## config.mk

```make
export PLATFORM = sky130hd
export DESIGN_NAME = circular_deque_unit
export DESIGN_NICKNAME = d
export VERILOG_FILES = /design/src/rtl/cdq_pkg.sv /design/src/rtl/cdq_ram.sv /design/src/rtl/cdq_ctrl.sv /design/src/rtl/cdq_datapath.sv /design/src/rtl/circular_deque_unit.sv
export VERILOG_INCLUDE_DIRS = /design/src /design/src/rtl
export SDC_FILE = /design/constraint.sdc
export NUM_CORES = 1
export LEC_CHECK = 0
export BUFFER_PORTS_ARGS = -buffer_cell sky130_fd_sc_hd__clkbuf_2
export CAP_MARGIN = 10
export CORE_MARGIN = 2
export CORE_UTILIZATION = 35
export DETAILED_ROUTE_END_ITERATION = 7
export PLACE_DENSITY = 0.59
export SLEW_MARGIN = 0
export SYNTH_ARGS = -nofsm -noshare
export SYNTH_HDL_FRONTEND = slang
export SYNTH_SLANG_ARGS = --single-unit
```

## constraint.sdc

```tcl
create_clock -name clk -period 11.79 [get_ports clk]
set_input_delay 1.179 -clock clk [delete_from_list [all_inputs] [get_ports clk]]
set_output_delay 1.179 -clock clk [all_outputs]
set_load 0.03 [all_outputs]
```

## src/rtl/assert_macros.svh

```systemverilog
// Assertion macros shared by the RTL of the circular deque.
// No dependencies; included by the modules that carry assertions.
`ifndef ASSERT_MACROS_SVH
`define ASSERT_MACROS_SVH
`ifndef SYNTHESIS
`define CDQ_ASSERT(lbl, clk, rst_n, prop) \
	lbl: assert property (@(posedge clk) disable iff (!rst_n) prop) \
		else $error("deque assertion failed");
`define CDQ_ASSERT_IMPLY(lbl, clk, rst_n, pre, con) \
	lbl: assert property (@(posedge clk) disable iff (!rst_n) (pre) |-> (con)) \
		else $error("deque implication failed");
`else
`define CDQ_ASSERT(lbl, clk, rst_n, prop)
`define CDQ_ASSERT_IMPLY(lbl, clk, rst_n, pre, con)
`endif
`endif

```

## src/rtl/cdq_pkg.sv

```systemverilog
// Types and constants of the circular deque: operation and error codes,
// controller states and the command bundle. No dependencies.
package cdq_pkg;

	localparam int MODE_W = 3;
	localparam int DATA_W = 32;
	localparam int OCC_W  = 4;
	localparam int ERR_W  = 2;

	localparam logic [MODE_W-1:0] MODE_PUSH_FRONT = 3'd0;
	localparam logic [MODE_W-1:0] MODE_PUSH_BACK  = 3'd1;
	localparam logic [MODE_W-1:0] MODE_POP_FRONT  = 3'd2;
	localparam logic [MODE_W-1:0] MODE_POP_BACK   = 3'd3;
	localparam logic [MODE_W-1:0] MODE_READ       = 3'd4;

	localparam logic [ERR_W-1:0] ERR_NONE      = 2'd0;
	localparam logic [ERR_W-1:0] ERR_OVERFLOW  = 2'd1;
	localparam logic [ERR_W-1:0] ERR_UNDERFLOW = 2'd2;

	// Word reported at both ends when the deque is empty.
	localparam logic signed [DATA_W-1:0] INT_MIN = 32'sh8000_0000;

	typedef enum logic [3:0] {
		ST_IDLE = 4'b0001,
		ST_EXEC = 4'b0010,
		ST_READ = 4'b0100,
		ST_RESP = 4'b1000
	} state_t;

	typedef struct packed {
		logic load;   // capture the incoming request
		logic exec;   // apply the operation to pointers, count and memory
		logic rd_en;  // fetch the front and back words
	} cmd_t;

endpackage

```

## src/rtl/cdq_ram.sv

```systemverilog
// Generic simple RAM: one write port and two read ports with registered data.
// No dependencies.
module cdq_ram #(
	parameter int WIDTH = 32,
	parameter int DEPTH = 8
) (
	input  logic                     clk,
	input  logic                     we,
	input  logic [$clog2(DEPTH)-1:0] waddr,
	input  logic [WIDTH-1:0]         wdata,
	input  logic                     re,
	input  logic [$clog2(DEPTH)-1:0] raddr_a,
	input  logic [$clog2(DEPTH)-1:0] raddr_b,
	output logic [WIDTH-1:0]         rdata_a,
	output logic [WIDTH-1:0]         rdata_b
);

	logic [WIDTH-1:0] mem_q [DEPTH];

	always_ff @(posedge clk) begin
		if (we) begin
			mem_q[waddr] <= wdata;
		end
		if (re) begin
			rdata_a <= mem_q[raddr_a];
			rdata_b <= mem_q[raddr_b];
		end
	end

endmodule

```

## src/rtl/cdq_ctrl.sv

```systemverilog
// Controller of the circular deque: sequences accept, update, read and respond.
// Depends on cdq_pkg.
module cdq_ctrl (
	input  logic          clk,
	input  logic          arst_n,
	input  logic          in_valid,
	output logic          in_stall,
	output logic          out_valid,
	input  logic          out_stall,
	output cdq_pkg::cmd_t cmd
);
	import cdq_pkg::*;

	state_t state_q, state_n;

	always_comb begin
		state_n = state_q;
		case (state_q)
			ST_IDLE: begin
				if (in_valid) state_n = ST_EXEC;
			end
			ST_EXEC: state_n = ST_READ;
			ST_READ: state_n = ST_RESP;
			ST_RESP: begin
				if (!out_stall) state_n = ST_IDLE;
			end
			default: state_n = ST_IDLE;
		endcase
	end

	always_ff @(posedge clk or negedge arst_n) begin
		if (!arst_n) begin
			state_q <= ST_IDLE;
		end else begin
			state_q <= state_n;
		end
	end

	assign in_stall  = (state_q != ST_IDLE);
	assign out_valid = (state_q == ST_RESP);

	always_comb begin
		cmd.load  = (state_q == ST_IDLE) && in_valid;
		cmd.exec  = (state_q == ST_EXEC);
		cmd.rd_en = (state_q == ST_READ);
	end

endmodule

```

## src/rtl/cdq_datapath.sv

```systemverilog
// Datapath of the circular deque: request registers, pointers, count, error
// and the entry memory. Depends on cdq_pkg, cdq_ram and assert_macros.svh.
`include "assert_macros.svh"
module cdq_datapath #(
	parameter int DEPTH = 8
) (
	input  logic                                clk,
	input  logic                                arst_n,
	input  cdq_pkg::cmd_t                       cmd,
	input  logic [cdq_pkg::MODE_W-1:0]          mode,
	input  logic signed [cdq_pkg::DATA_W-1:0]   data,
	output logic signed [cdq_pkg::DATA_W-1:0]   front_value,
	output logic signed [cdq_pkg::DATA_W-1:0]   back_value,
	output logic [cdq_pkg::OCC_W-1:0]           occupancy,
	output logic                                is_empty,
	output logic                                is_full,
	output logic [cdq_pkg::ERR_W-1:0]           error
);
	import cdq_pkg::*;

	localparam int PW = $clog2(DEPTH);
	localparam int CW = $clog2(DEPTH + 1);
	localparam logic [PW-1:0] LAST  = PW'(DEPTH - 1);
	localparam logic [CW-1:0] FULLC = CW'(DEPTH);

	logic [MODE_W-1:0] mode_q;
	logic [DATA_W-1:0] data_q;
	logic [PW-1:0]     front_q, back_q, front_n, back_n, waddr;
	logic [CW-1:0]     count_q, count_n;
	logic [ERR_W-1:0]  err_q, err_n;
	logic              we;
	logic [DATA_W-1:0] rd_front, rd_back;
	logic              cur_empty, cur_full;

	function automatic logic [PW-1:0] ptr_inc(input logic [PW-1:0] p);
		return (p == LAST) ? '0 : p + 1'b1;
	endfunction

	function automatic logic [PW-1:0] ptr_dec(input logic [PW-1:0] p);
		return (p == '0) ? LAST : p - 1'b1;
	endfunction

	always_ff @(posedge clk) begin
		if (cmd.load) begin
			mode_q <= mode;
			data_q <= data;
		end
	end

	assign cur_empty = (count_q == '0);
	assign cur_full  = (count_q == FULLC);

	always_comb begin
		front_n = front_q;
		back_n  = back_q;
		count_n = count_q;
		err_n   = ERR_NONE;
		we      = 1'b0;
		waddr   = '0;
		if (mode_q == MODE_PUSH_FRONT || mode_q == MODE_PUSH_BACK) begin
			if (cur_full) begin
				err_n = ERR_OVERFLOW;
			end else begin
				we      = 1'b1;
				count_n = count_q + 1'b1;
				if (cur_empty) begin
					front_n = '0;
					back_n  = '0;
					waddr   = '0;
				end else if (mode_q == MODE_PUSH_FRONT) begin
					front_n = ptr_dec(front_q);
					waddr   = front_n;
				end else begin
					back_n = ptr_inc(back_q);
					waddr  = back_n;
				end
			end
		end else if (mode_q == MODE_POP_FRONT || mode_q == MODE_POP_BACK) begin
			if (cur_empty) begin
				err_n = ERR_UNDERFLOW;
			end else begin
				count_n = count_q - 1'b1;
				if (count_q == CW'(1)) begin
					front_n = '0;
					back_n  = '0;
				end else if (mode_q == MODE_POP_FRONT) begin
					front_n = ptr_inc(front_q);
				end else begin
					back_n = ptr_dec(back_q);
				end
			end
		end
	end

	always_ff @(posedge clk or negedge arst_n) begin
		if (!arst_n) begin
			front_q <= '0;
			back_q  <= '0;
			count_q <= '0;
			err_q   <= ERR_NONE;
		end else if (cmd.exec) begin
			front_q <= front_n;
			back_q  <= back_n;
			count_q <= count_n;
			err_q   <= err_n;
		end
	end

	cdq_ram #(
		.WIDTH(DATA_W),
		.DEPTH(DEPTH)
	) u_ram (
		.clk    (clk),
		.we     (cmd.exec && we),
		.waddr  (waddr),
		.wdata  (data_q),
		.re     (cmd.rd_en),
		.raddr_a(front_q),
		.raddr_b(back_q),
		.rdata_a(rd_front),
		.rdata_b(rd_back)
	);

	assign front_value = cur_empty ? INT_MIN : $signed(rd_front);
	assign back_value  = cur_empty ? INT_MIN : $signed(rd_back);
	assign occupancy   = OCC_W'(count_q);
	assign is_empty    = cur_empty;
	assign is_full     = cur_full;
	assign error       = err_q;

	`CDQ_ASSERT(a_count_bound, clk, arst_n, count_q <= FULLC)
	`CDQ_ASSERT_IMPLY(a_empty_ptrs, clk, arst_n, cur_empty, front_q == '0 && back_q == '0)
	`CDQ_ASSERT_IMPLY(a_write_room, clk, arst_n, cmd.exec && we, !cur_full)
	`CDQ_ASSERT(a_err_hold, clk, arst_n, (cmd.exec && err_n != ERR_NONE) |=> $stable(count_q))

endmodule

```

## src/rtl/circular_deque_unit.sv

```systemverilog
// Top level of the circular deque: controller plus datapath.
// Depends on cdq_pkg, cdq_ctrl and cdq_datapath.
//
// Usage: a request on the input channel (in_valid, in_stall, mode, data) pushes
// a word at the front or back, pops one from either end, or only reads. Every
// request yields exactly one response on the output channel (out_valid,
// out_stall) that describes the deque after the operation: front and back
// words, occupancy, empty and full flags, and an error code for a refused push
// (overflow) or pop (underflow). A refused request leaves the state unchanged.
// Timing: one request is handled at a time. After acceptance the controller
// updates pointers, count and the entry memory (ST_EXEC), performs the
// registered memory read of both ends (ST_READ) and then presents the
// response (ST_RESP), where out_valid is high. A request passes through the
// idle state that takes it, the update, the memory read and the response
// state, which is left once out_stall is low.
// While out_stall is high the response is held unchanged and in_stall stays
// high, so no new request is taken.
// Reset clears pointers, count and the controller; the entry memory is not
// cleared, as empty ends are reported as the most negative word.
module circular_deque_unit #(
	parameter int DEPTH = 8
) (
	input  logic                              clk,
	input  logic                              arst_n,
	input  logic                              in_valid,
	output logic                              in_stall,
	input  logic [cdq_pkg::MODE_W-1:0]        mode,
	input  logic signed [cdq_pkg::DATA_W-1:0] data,
	output logic                              out_valid,
	input  logic                              out_stall,
	output logic signed [cdq_pkg::DATA_W-1:0] front_value,
	output logic signed [cdq_pkg::DATA_W-1:0] back_value,
	output logic [cdq_pkg::OCC_W-1:0]         occupancy,
	output logic                              is_empty,
	output logic                              is_full,
	output logic [cdq_pkg::ERR_W-1:0]         error
);
	import cdq_pkg::*;

	// Commands from the sequencer to the datapath.
	cmd_t cmd;

	cdq_ctrl u_ctrl (
		.clk      (clk),
		.arst_n   (arst_n),
		.in_valid (in_valid),
		.in_stall (in_stall),
		.out_valid(out_valid),
		.out_stall(out_stall),
		.cmd      (cmd)
	);

	// The datapath holds the response fields stable from the read until the
	// next request is accepted, which covers any stall on the output side.
	cdq_datapath #(
		.DEPTH(DEPTH)
	) u_datapath (
		.clk        (clk),
		.arst_n     (arst_n),
		.cmd        (cmd),
		.mode       (mode),
		.data       (data),
		.front_value(front_value),
		.back_value (back_value),
		.occupancy  (occupancy),
		.is_empty   (is_empty),
		.is_full    (is_full),
		.error      (error)
	);

endmodule
```

-- Word level (Yosys, flattened, before mapping)
Memory sizes are Yosys's and may differ from the RTL's. A register that Yosys moved wholly into a read port is not among the register bits.
Index checks and enable logic that the tools add are counted.
Widths: inputs -> output; s select.
- $add $sub $neg: 6
- multiply operators: 0
- divide/modulo/power cells: 0
- order comparisons: 0
- eq/ne operators: 19
- shift-type cells: 0
- muxes and demuxes: 41
- bitwise gates (word level): 0
- reductions and logical operators: 14
- operators with widths (kind ; count):
    $mux 3 ; 24
    $mux 32 ; 2
    $mux 4 ; 6
    $pmux 4 s4 ; 1
    $reduce_and 6->1 ; 2
    $logic_not 3->1 ; 3
    $ne 3x2->1 const B ; 3
    $eq 4x1->1 const B ; 2
    $eq 4x4->1 const B ; 2
    $ne 2x2->1 const B ; 4
    $add 3x1->3 const B ; 2
    $eq 3x2->1 const B ; 2
    $eq 3x3->1 const B ; 2
    $mux 2 ; 3
    $sub 3x1->3 const B ; 2
    $mux 1 ; 5
    $add 4x1->4 const B ; 1
    $eq 4x2->1 const B ; 1
    $eq 4x3->1 const B ; 1
    $logic_not 4->1 ; 1
    $ne 4x1->1 const B ; 1
    $reduce_and 4->1 ; 1
    $sub 4x1->4 const B ; 1
    $eq 3x1->1 const B ; 1
    5 further kinds ; 7
- register bits after elaboration: 51
- latch bits: 0
- bits in writable memories: 256
- ROM bits: 0
- input bits: 39
- output and inout bits: 74
- memories kept: 1
- memory list (memory ; words ; width ; rd ports ; clocked after memory_dff ; wr ports ; RTL line ; RTL):
    u_datapath.u_ram.mem_q ; 8 ; 32 ; 2 ; 2 ; 1 ; cdq_ram.sv:18 ; logic [WIDTH-1:0] mem_q [DEPTH];

-- Longest topological paths before layout
- depth in word-level cells: 7
- gate-level depth with buffers: 8
- mapped depth without buffers: 7

-- Hierarchy
From an unflattened synthesis, not the netlist that was laid out.
- cell total of the unflattened synthesis: 801
- area, all modules: 16513.3 um^2
- modules (own cells, without submodules) (module ; instances ; cells an instance ; area an instance (um^2) ; sequential area each (um^2)):
    cdq_ram ; 1 ; 561 ; 13820.8 ; 9609.2
    cdq_datapath ; 1 ; 219 ; 2468.6 ; 1351.3
    cdq_ctrl ; 1 ; 21 ; 224.0 ; 101.3

-- Worst setup path before layout
OpenSTA, ideal clock, no wires.
- kind: register -> register
- start point: register u_ctrl.state_q[1]
- end point: register u_datapath.u_ram.rdata_a[0], read port of u_datapath.u_ram.mem_q, enable pin
- library setup time: 0.670 ns
- data arrival time: 7.120 ns
- slack: 4.000 ns
- stages on the path, launching flop included: 2
- clock period less this slack: 7.790 ns
- cells stage by stage: dfrtp_1 nor4b_1
- word-level cells in the longest chain between the ends: 1
- ends and longest elaborated chain (item ; RTL line ; RTL):
    from (decl) ; cdq_ctrl.sv:14 ; state_t state_q, state_n;
    from (signal assigned) ; cdq_ctrl.sv:35 ; state_q <= state_n;
    $eq 4x3->1 ; cdq_ctrl.sv:45 ; cmd.rd_en = (state_q == ST_READ);
    to (decl) ; cdq_ram.sv:14 ; output logic [WIDTH-1:0] rdata_a,
No other way between the ends.
A chain may end at the register's enable or synchronous reset.

-- Final worst setup path
- start point: register u_datapath.front_q[1]
- end point: memory u_datapath.u_ram.mem_q[1][4], enable pin
- word-level cells in the longest chain between the ends: 6
- elaborated cells between the ends (all ways): 7
- ends and longest elaborated chain (item ; RTL line ; RTL):
    from (decl) ; cdq_datapath.sv:28 ; logic [PW-1:0] front_q, back_q, front_n, back_n, waddr;
    from (signal assigned) ; cdq_datapath.sv:102 ; front_q <= front_n;
    $sub 3x1->3 or $logic_not 3->1 (tied branches) ; cdq_datapath.sv:40 ; return (p == '0) ? LAST : p - 1'b1;
    $mux 3 (*) ; cdq_datapath.sv:40 ;
    $mux 3 (*) ; cdq_datapath.sv:70 ; end else if (mode_q == MODE_PUSH_FRONT) begin
    $mux 3 (*) ; cdq_datapath.sv:66 ; if (cur_empty) begin
    $mux 3 (*) ; cdq_datapath.sv:61 ; if (cur_full) begin
    $mux 3 (*) ; cdq_datapath.sv:60 ; if (mode_q == MODE_PUSH_FRONT || mode_q == MODE_PUSH_BACK) begin
    to (decl) ; cdq_ram.sv:18 ;
Mark *: on every way between the ends. The rest lies on a longest branch, timed or not.

==> run summary <==
vias per std cell: 5.169
# IOs: 113
first-pass iteration count of the detailed router: 5
Max transition margin: 0.2421
largest area contributor in the synthesized netlist: edfxtp_1
largest net degree at the start of global routing: 68
CTS clk-pin slew, worst paths: 0.06 ns
final std cells w/o fill: 1549
DR WL/cell: 22.91 um
HPWL after DPL: 20020 um
Sink Count: 371
clk buf depth: 3
top area cells in the synthesized netlist: edfxtp_1 66%, mux4_2 18%, mux2_2 4.5%, and2_1 2.4%, dfrtp_1 2.3%
# rows: 78
Seq/Total Area, Yosys: 0.6867
IO buf count: 112
hold buffer count at cts: 0
pre-CTS WS: 7.488 ns
GRT Util Overall: 0.1516
Synth Cell Area: 16110 sq um
Mean Syn Cell Area: 20.26 sq um
Residual DRC: 0
CP endpoint kind: register
WS Path Type: register to register
worst hold-check path type: register to register
RSZ-0062 raised after global routing: false
dpl cells: 1479
post-CTS setup buffers: 0
Multi-input gate area: 4853 sq um
CP cell instances: inv_1 -> ha_1 -> or3_1 -> a221oi_1 -> o211ai_1 -> nor3_2 -> buf_4
Reg area: 11080 sq um
post-route setup slack: 7.527 ns
Buffers & Inverters on Critical Path: 2
Mapped Cells: 795
top-area cell type share of the netlist area: 0.6618
Core Area: 45380 sq um
# fillers: 4016
Synth Register Bits: 371
CP Launch Type: register
initial antenna violation count: 0
ys async rst share: 0.04313
most frequent cells in the layout: 355 x edfxtp_1, 128 x mux4_2, 112 x clkbuf_2
CP Data Required Time: 11.96 ns
maximum vdd drop: 0.1251 mV
Tcrit/Tclk final: 0.3616
Clock Tree Root: clkbuf_16
Post-CTS Resized: 0
Die ar.: 47760 sq um
leak pwr: 0.006148 uW
CP max FO: 66
max-slew violation count: 0
via count: 8007
Slowest Stage Delay on Critical Path: 1.17 ns
Post-synth EDFFs: 355
CTS H-tree lvls: 2
commonest non-fill, non-tap cell in the layout: edfxtp_1
detailed router's first-iteration violation count: 510
routability congestion estimate: 0.7760
Final Setup Violations: 0
slowest CP cell: dfrtp_4
min Tclk post-route: 4.263 ns
Final #Nets: 971
area delta synth->final: 16.55%
number of distinct library cells after synthesis: 53
max-cap viol count: 0
CTS Buf Count: 40
status: completed
insertion delay to the later sink of the worst-skew pair: 0.53 ns
Fmax: 234.6 MHz
actual slew at the worst max-slew pin: 1.137 ns
first-pass GRT wire length: 53720 um
sum of negative setup slack: 0 ns
ratio of cells with drive above 1 in the final layout: 0.4299
Initial Utilization: 0.3549
worst hold slack: 0.4821 ns
endpoints failing hold: 0
Worst EP arrival: 4.43 ns
CTS tree: done
total nets after synthesis: 845
n_diodes: 0
post-layout util: 0.4137
Die Ht: 218.5 um
CP delay by family, top: flip-flops
Routed Antenna Nets: 0
final WL: 35500 um
Synthesis Warnings: 0
vias in the first global route: 8520
Horiz. Die Dim: 218.5 um
GRT overflow: 0
Pwr per Cell Area: 243.6 nW/um^2
dominant synthesized flop cell: edfxtp_1
Layout Skew: 0.01594 ns
## where the power goes
group          total [uW]  internal (uW)  leakage [uW]  switching (uW)
clock                1280            790      0.000648             491
sequential           1880           1640       0.00340             240
combinational        1410            690       0.00210             723
## worst paths after layout
kind / to / cells past startpoint / start / slack (ns)
setup / recovery: u_datapath.u_ram.mem_q[1][4] / 7 / u_datapath.front_q[1] / 7.53
hold / removal: u_datapath.error[0] / 2 / u_datapath.error[0] / 0.48
setup reg to reg: u_datapath.u_ram.mem_q[1][4] / 7 / u_datapath.front_q[1] / 7.53
hold reg to reg: u_datapath.error[0] / 2 / u_datapath.error[0] / 0.48
max in group asynchronous: u_ctrl.state_q[0] / 1 / arst_n / 10.90
min in group asynchronous: u_datapath.occupancy[0] / 1 / arst_n / 0.56
## synth_stat cells, types with 4 or more instances
master,n
dfrtp_1,15
mux2_2,65
nor2_1,8
nand2_1,12
buf_1,5
buf_2,11
nand2b_1,4
edfxtp_1,355
inv_1,12
clkbuf_1,31
a21oi_1,6
nor3_1,10
o21ai_0,7
ha_1,11
mux4_2,128
and2_1,63
## per-layer routing
| layer | global-route usage | part of all wire |
|---|---|---|
| met3 | 0.02408 | 0.044 |
| met2 | 0.2561 | 0.50 |
| met1 | 0.2056 | 0.44 |
| met5 | 0 | 0 |
| met4 | 0.03651 | 0.018 |
## layout make-up
class / count / share of cell area
timing repair buffer: 132 / 0.03785
clock inverter: 19 / 0.01446
sequential: 371 / 0.5901
tap: 600 / 0.03999
clock buffer: 51 / 0.05665
inverter: 12 / 0.002399
multi-input combinational: 364 / 0.2585
## cell families after synthesis
kind of cell	Yosys count	synth area share
and+or+nand+nor	110	0.03985
DFF	371	0.6867
AOI/OAI and AO/OA	44	0.02183
xor gates and xnor gates	5	0.002719
buffers and inverters	60	0.01530
adders and majority gates	11	0.008544
muxes	194	0.2250
## through the flow
stage / total power [uW] / area, sq um
after CTS: 4646 / 18770
after floorplan: 2922 / 16110
final: 4574 / 18770
after global routing: 4803 / 18770
after detailed placement: 3353 / 17440
after global placement: 3349 / 17440
## registers in the layout, summed over array words and instances, names as in the netlist
| signal | flops |
|---|---|
| u_ctrl.state_q | 4 |
| u_datapath.back_q | 3 |
| u_datapath.data_q | 32 |
| u_datapath.error | 2 |
| u_datapath.front_q | 3 |
| u_datapath.mode_q | 3 |
| u_datapath.occupancy | 4 |
| u_datapath.u_ram.mem_q | 256 |
| u_datapath.u_ram.rdata_a | 32 |
| u_datapath.u_ram.rdata_b | 32 |
## worst min-delay path, cell delays in order, from the launching register on
cell and delay, ns:
dfrtp_1 0.34, nand2_1 0.05, o21ai_0 0.06
No activity file was read; power rests on OpenSTA's default activity.
